**src/hdl/rfc_pkg.sv**
```systemverilog
// ----------------------------------------------------------------------------
// rfc_pkg
// types and constants for the rtu response frame checker
// ----------------------------------------------------------------------------
package rfc_pkg;

    typedef enum logic [2:0] {
        STATUS_OK        = 3'd0,
        STATUS_SHORT     = 3'd1,
        STATUS_BAD_ADDR  = 3'd2,
        STATUS_CRC_ERR   = 3'd3,
        STATUS_EXCEPTION = 3'd4
    } status_t;

    typedef struct packed {
        status_t    status;
        logic [7:0] exception_code;
        logic [7:0] function_code;
    } frame_result_t;

    localparam logic [15:0] CRC_INIT         = 16'hFFFF;
    localparam logic [15:0] CRC_POLY         = 16'hA001;
    localparam logic [2:0]  COUNT_MAX        = 3'd7;
    localparam logic [2:0]  MIN_FRAME_LEN    = 3'd5;
    localparam logic [7:0]  SLAVE_ADDR_RESET = 8'd1;
    localparam int          EXC_FLAG_BIT     = 7;

endpackage

```
**src/hdl/rfc_crc_step.sv**
```systemverilog
// ----------------------------------------------------------------------------
// rfc_crc_step
// one byte of reflected crc-16, eight bit steps unrolled
// ----------------------------------------------------------------------------
module rfc_crc_step (
    input  logic [15:0] crc_in,
    input  logic [7:0]  data_in,
    output logic [15:0] crc_out
);
    import rfc_pkg::*;

    always_comb
    begin
        logic [15:0] acc;
        acc = crc_in ^ {8'h00, data_in};
        for (int k = 0; k < 8; k++)
        begin
            if (acc[0])
            begin
                acc = (acc >> 1) ^ CRC_POLY;
            end
            else
            begin
                acc = acc >> 1;
            end
        end
        crc_out = acc;
    end

endmodule

```
**src/hdl/rfc_frame_track.sv**
```systemverilog
// ----------------------------------------------------------------------------
// rfc_frame_track
// per-frame state: byte count, delayed crc feed, header bytes, status decision
// ----------------------------------------------------------------------------
module rfc_frame_track (
    input  logic                   clk,
    input  logic                   rst_n,
    input  logic                   accept,
    input  logic [7:0]             rx_byte,
    input  logic                   frame_end,
    input  logic [7:0]             expected_addr,
    output rfc_pkg::frame_result_t result
);
    import rfc_pkg::*;

    logic [2:0]  count_reg,  count_next;
    logic [15:0] crc_reg,    crc_next;
    logic [7:0]  older_reg,  older_next;
    logic [7:0]  newer_reg,  newer_next;
    logic [7:0]  addr_reg,   addr_next;
    logic [7:0]  func_reg,   func_next;
    logic [7:0]  third_reg,  third_next;

    logic [15:0] crc_fed;
    logic [15:0] crc_upd;
    logic [2:0]  count_upd;
    logic [7:0]  addr_upd;
    logic [7:0]  func_upd;
    logic [7:0]  third_upd;
    logic [15:0] received;

    rfc_crc_step u_crc_step (
        .crc_in  (crc_reg),
        .data_in (older_reg),
        .crc_out (crc_fed)
    );

    // values as they stand after this byte is taken in
    always_comb
    begin
        addr_upd  = (count_reg == 3'd0) ? rx_byte : addr_reg;
        func_upd  = (count_reg == 3'd1) ? rx_byte : func_reg;
        third_upd = (count_reg == 3'd2) ? rx_byte : third_reg;
        crc_upd   = (count_reg >= 3'd2) ? crc_fed : crc_reg;
        count_upd = (count_reg == COUNT_MAX) ? count_reg : count_reg + 3'd1;
        // last two bytes carry the crc, low byte first
        received  = {rx_byte, newer_reg};
    end

    always_comb
    begin
        result.exception_code = third_upd;
        result.function_code  = func_upd;
        priority if (count_upd < MIN_FRAME_LEN)
        begin
            result.status = STATUS_SHORT;
        end
        else if (addr_upd != expected_addr)
        begin
            result.status = STATUS_BAD_ADDR;
        end
        else if (received != crc_upd)
        begin
            result.status = STATUS_CRC_ERR;
        end
        else if (func_upd[EXC_FLAG_BIT])
        begin
            result.status = STATUS_EXCEPTION;
        end
        else
        begin
            result.status = STATUS_OK;
        end
    end

    always_comb
    begin
        count_next = count_reg;
        crc_next   = crc_reg;
        older_next = older_reg;
        newer_next = newer_reg;
        addr_next  = addr_reg;
        func_next  = func_reg;
        third_next = third_reg;
        if (accept)
        begin
            if (frame_end)
            begin
                count_next = 3'd0;
                crc_next   = CRC_INIT;
                older_next = 8'h00;
                newer_next = 8'h00;
                addr_next  = 8'h00;
                func_next  = 8'h00;
                third_next = 8'h00;
            end
            else
            begin
                count_next = count_upd;
                crc_next   = crc_upd;
                older_next = newer_reg;
                newer_next = rx_byte;
                addr_next  = addr_upd;
                func_next  = func_upd;
                third_next = third_upd;
            end
        end
    end

    always_ff @(posedge clk or negedge rst_n)
    begin
        if (!rst_n)
        begin
            count_reg <= 3'd0;
            crc_reg   <= CRC_INIT;
            older_reg <= 8'h00;
            newer_reg <= 8'h00;
            addr_reg  <= 8'h00;
            func_reg  <= 8'h00;
            third_reg <= 8'h00;
        end
        else
        begin
            count_reg <= count_next;
            crc_reg   <= crc_next;
            older_reg <= older_next;
            newer_reg <= newer_next;
            addr_reg  <= addr_next;
            func_reg  <= func_next;
            third_reg <= third_next;
        end
    end

endmodule

```
**config.mk**
```make
export PLATFORM = sky130hd
export DESIGN_NAME = rfc_frame_track
export DESIGN_NICKNAME = d
export VERILOG_FILES = /design/src/hdl/rfc_pkg.sv /design/src/hdl/rfc_crc_step.sv /design/src/hdl/rfc_frame_track.sv
export SDC_FILE = /design/constraint.sdc
export NUM_CORES = 1
export LEC_CHECK = 0
export ABC_CLOCK_PERIOD_IN_PS = 7400
export BUFFER_PORTS_ARGS = -buffer_cell sky130_fd_sc_hd__buf_2
export CAP_MARGIN = 20
export CORE_MARGIN = 5
export CORE_UTILIZATION = 35
export DETAILED_ROUTE_END_ITERATION = 7
export PLACE_DENSITY = 0.49
export SLEW_MARGIN = 20
export SYNTH_ARGS = -nofsm -noshare
export SYNTH_HDL_FRONTEND = slang
export SYNTH_SLANG_ARGS = --single-unit
```
**constraint.sdc**
```tcl
create_clock -name clk -period 7.4 [get_ports clk]
set_clock_uncertainty 0.2 [all_clocks]
set_input_delay 0.74 -clock clk [delete_from_list [all_inputs] [get_ports clk]]
set_output_delay 0.74 -clock clk [all_outputs]
set_load 0.005 [all_outputs]
```
# Word-level counts from Yosys, hierarchy flattened
# Cells that the tools add are included.
[word_totals]
reg_bits = 59
in_bits = 20
elab_cells = 49
out_inout_bits = 19
[classes]
magnitude_cmp = 2
eq_ne = 5
n_mux = 24
bitwise = 9
n_addsub = 1
reduce_logical = 1
[ops]
columns = ["op", "n"]
rows = [
  ["16-bit 2-to-1 mux", 10],
  ["8-bit 2-to-1 mux", 8],
  ["2-bit inverter with 3-bit output", 8],
  ["3-bit 2-to-1 mux", 6],
  ["16-bit != test", 1],
  ["16-bit by 8-bit bitwise XOR with 16-bit output", 1],
  ["8-bit != test", 1],
  ["3-bit by 1-bit adder with 3-bit output (second input constant)", 1],
  ["3-bit by 1-bit == test with 1-bit output (second input constant)", 1],
  ["3-bit by 2-bit == test with 1-bit output (second input constant)", 1],
  ["3-bit == test (second input constant)", 1],
  ["3-bit by 2-bit greater-or-equal comparator with 1-bit output (second input constant)", 1],
  ["3-bit logical NOT", 1],
  ["3-bit less-than comparator (second input constant)", 1],
]

# Logic depth before layout (Yosys ltp)
[logic_depth]
ltp_word = 22
mapped_depth = 11
depth_no_buf = 9

# By module
# From an unflattened synthesis, not the netlist that was laid out.
[hier_totals]
cells_unflattened = 392
area_unflattened_um2 = 3614.7
[by_module_without_submodules]
columns = ["module", "instances", "cells_each", "area_each_um2", "seq_area_each_um2"]
rows = [
  ["rfc_frame_track", 1, 363, 3330.7, 1496.4],
  ["rfc_crc_step", 1, 29, 284.0, 0.0],
]

# Worst setup path after synthesis
# No wires, ideal clock.
[synth_timing]
kind = "reg-to-output"
start = "reg count_reg[0]"
end = "out result[18] (netlist bit)"
t_arrival_ps = 2447
stages_incl_launch_ff = 12
path_buffers = 2
path_slack_ps = 4013
path_cell_list = "dfrtp_1 inv_1 ha_1 nand2b_1 clkbuf_1 clkbuf_1 mux2i_1 xnor2_1 nor4_1 nand3_1 nor4_2 and4_1"
[synth_lines]
columns = ["element", "line_no", "rtl"]
rows = [
  ["start: declaration", "rfc_frame_track.sv:16", "logic [2:0] count_reg, count_next;"],
  ["start signal: assignment", "rfc_frame_track.sv:124", "count_reg <= count_next;"],
  ["end: declaration", "rfc_frame_track.sv:12", "output rfc_pkg::frame_result_t result"],
]

==> impl_metrics.csv <==
group,metric,value,unit
status,status,"complete, no violations",
clocking,clk_pin_slew,0.08,ns
min_path,min_path_type,"flop to flop",
power_and_ir_drop,internal_power,0.000846,W
critical_path,timing.rr.end,"crc_reg[11]",
critical_path,crit_required,6.46,ns
power_and_ir_drop,p_switching,0.000516,W
power_and_ir_drop,power.total,0.00136,W
critical_path,rrSetupSlack,4.79,ns
die,rows,37,
run,drv_cap,0,
critical_path,end_kind,"primary output",
critical_path,cp_cell_sequence,"inv_1, ha_1, or3_2, nor3_1, a32oi_1, nor4_1, nand2_1, nor4_2, and4_1, buf_2",
synthesis,yosysSeqAreaShare,41.3,%
timing,period_share,56.9,%
clocking,tritoncts,"built",
die,dieArea,12500,µm²
clocking,clock_latency,0.35,ns
min_path,worstHoldStart,"older_reg[5]",
timing,hold_violations,0,
global_route,grt_pass1_vias,2915,
synthesis,syn-mean-instance-area,10.4,µm²
timing,rsz0062_at_grt,"no",
final_layout,drive_gt1_share,26.1,%
synthesis,ys_ff_latch,59,
global_route,antenna_found_initial,0,
synthesis,synth_edf_count,0,
critical_path,rr_worst_depth,8,
placement,gp_congestion,0.800,
final_layout,layout.nets,398,
timing,fin_crit,4.21,ns
timing,fin_tns_setup,0,ns
route,viasPerCell,5.50,
synthesis,yosysWarnings,0,
timing,slew-limit-headroom,46.9,%
power_and_ir_drop,p_per_area,331,nW/µm²
placement,dp_hpwl,6290,µm
critical_path,start_kind,"flop",
critical_path,path_max_fanout,32,
synthesis,async_flop_share,100,%
synthesis,yosysUniqueCellTypes,51,
critical_path,setup.worst_path.start,"count_reg[0]",
timing,final_max_slew_viol_count,0,
synthesis,netlist_area,3620,µm²
route,antenna_left,0,
clocking,post_cts_buffers,0,
global_route,grt_pass1_wl,16000,µm
final_layout,instances_no_fill,515,
timing,setup_violations,0,
final_layout,largest_reg_flops,16,
power_and_ir_drop,ir_drop,136,µV
route,drtIter0Drc,211,
clocking,cts_made_buffers,9,
clocking,htree_levels,3,
synthesis,ys.flop_type,"dfrtp_1",
critical_path,crit_type,"flop to primary output",
final_layout,area_growth,13.6,%
power_and_ir_drop,p_comb_share,43.4,%
critical_path,cp.arrival,3.27,ns
clocking,clockRootBuffer,"clkbuf_8",
synthesis,synth_top_area_share,29.7,%
synthesis,synth_nets,373,
die,die_height,112,µm
route,drc,0,
synthesis,synth_cells,349,
power_and_ir_drop,seq_power_share,34.5,%
clocking,cts.hold.buffers_added,0,
die,core,10200,µm²
placement,placed_cell_area,3910,µm²
global_route,grt_max_degree,60,
clocking,numClockSinks,59,
clocking,post_cts_resized,0,
critical_path,critical_path.max_stage_delay,0.72,ns
min_path,holdPathStages,2,
placement,placed_cells,499,
clocking,clockBufferDepth,2,
timing,max_clock_freq,0.237,GHz
final_layout,fin_area,4110,µm²
critical_path,r2r-start,"count_reg[0]",
final_layout,antenna-diode-count,0,
min_path,min_to,"older_reg[5]",
synthesis,synth_area_leaders,"dfrtp_1 30%, dfstp_2 12%, xnor2_1 6.0%",
route,routed_wl,9610,µm
route,vias,2830,
power_and_ir_drop,switching_share,37.9,%
power_and_ir_drop,clockPowerShare,22.1,%
die,start_util,35.6,%
global_route,overflow,0,
die,io_pins,39,
global_route,grt_usage,16.1,%
route,first_pass_iters,5,
placement,port_buffers,38,
die,die_w,112,µm
final_layout,register_area,1500,µm²
power_and_ir_drop,p_leak,1.76,nW
final_layout,fillers,1006,
timing,tightest_slew,0.797,ns
final_layout,multi_input_area,1960,µm²
route,wl_per_cell,18.7,µm
critical_path,crit_slowest_cell,"or3_2",
synthesis,synth_area_leader_cell,"dfrtp_1",
-- worst max-delay path by stage --
stage | endpoint | slack (ns)
floorplan | result[18] | 4.01
global placement | result[18] | 3.39
detailed placement | result[18] | 3.45
CTS | result[18] | 3.08
global route | result[17] | 2.93
finish | result[18] | 3.19
-- power by group through the flow --
stage | registers, W | clock network (W) | logic [W]
after floorplan | 0.000457 | 0 | 0.000471
after global placement | 0.000474 | 0 | 0.000586
after detailed placement | 0.000476 | 0 | 0.000589
after CTS | 0.000469 | 0.000311 | 0.000594
after global routing | 0.000480 | 0.000323 | 0.000655
final | 0.000470 | 0.000301 | 0.000591
-- final cells by class --
class	instances	share of cell area, %
well taps	136	4.14
flip-flops and latches	59	36.4
clock buffers	9	3.01
inverters	17	1.55
repair buffers	42	5.35
multi-input cells	245	47.7
clock inverters	7	1.86
-- metal layers --
layer | part of all wire [%] | global-route usage, % | wire [µm] | up-vias
met1 | 49 | 23.4 | 4670 | 1413
li1 | - | - | - | 1344
met4 | 2.1 | 4.54 | 205 | 0
met2 | 45 | 23.7 | 4320 | 61
met3 | 4.3 | 4.02 | 410 | 12
met5 | 0 | 0 | 0 | -
-- logic make-up (layout without fill, tap and decap cells) --
kind of cell	after synthesis	count (layout)	synth area share, %
muxes	25	25	7.39
and+or+nand+nor	63	63	8.88
buffers and inverters	45	75	4.70
AOI/OAI and AO/OA	108	108	23.0
xor gates and xnor gates	45	45	13.3
adders and majority gates	4	4	1.38
DFF	59	59	41.3
-- layout by cell type, fill, tap and decap left out, types with 2 or more instances in the layout --
master      Yosys  layout
o21ai_0        15      15
a31oi_1         7       7
inv_1          17      17
xnor2_2         3       3
o2bb2ai_1       8       8
o32a_1          3       3
clkinvlp_4      0       2
and3_1          2       2
o22a_1         18      18
xnor2_1        25      25
o31ai_1         8       8
mux2i_1        11      11
dfstp_2        16      16
clkinv_4        0       2
nand2b_1        4       4
xor2_1         12      12
ha_1            4       4
a22o_1         16      16
nor2_1         16      15
nor4_1          4       4
dfrtp_1        43      43
nand2_1        18      18
a22oi_1        10      10
buf_4           0       4
a2111oi_0       2       2
clkbuf_8        0       9
a21oi_1         7       7
nand3b_1        8       8
a222oi_1        2       2
mux2_2         14      14
nor3_1          4       3
xnor3_1         3       3
buf_2           0      38
nor2b_1         2       2
-- synthesized netlist by cell type (4+ instances only) --
cell type / number
nand2_1: 18
a22o_1: 16
a21oi_1: 7
a31oi_1: 7
mux2i_1: 11
nor2_1: 16
clkbuf_1: 23
nand3b_1: 8
dfrtp_1: 43
mux2_2: 14
xnor2_1: 25
o31ai_1: 8
buf_1: 4
nor4_1: 4
xor2_1: 12
dfstp_2: 16
ha_1: 4
o2bb2ai_1: 8
nand2b_1: 4
nor3_1: 4
a22oi_1: 10
inv_1: 17
o21ai_0: 15
o22a_1: 18
-- per-stage QoR --
step	setup WS [ns]	util (%)	hold slack, ns
2_1_floorplan	4.01	-	0.244
3_3_place_gp	3.39	38.3	0.281
3_5_place_dp	3.45	38.4	0.288
4_1_cts	3.08	40.4	0.305
5_1_grt	2.93	40.4	0.330
6_report	3.19	40.4	0.303
-- critical path, delay by kind of cell, from the launching register on --
kind	cells	cell delay, ns
fa+ha+maj	1	0.24
flops	1	0.43
simple gates	6	1.94
compound gates	1	0.09
buf+inv	2	0.22
No activity file was read; power rests on OpenSTA's default activity.
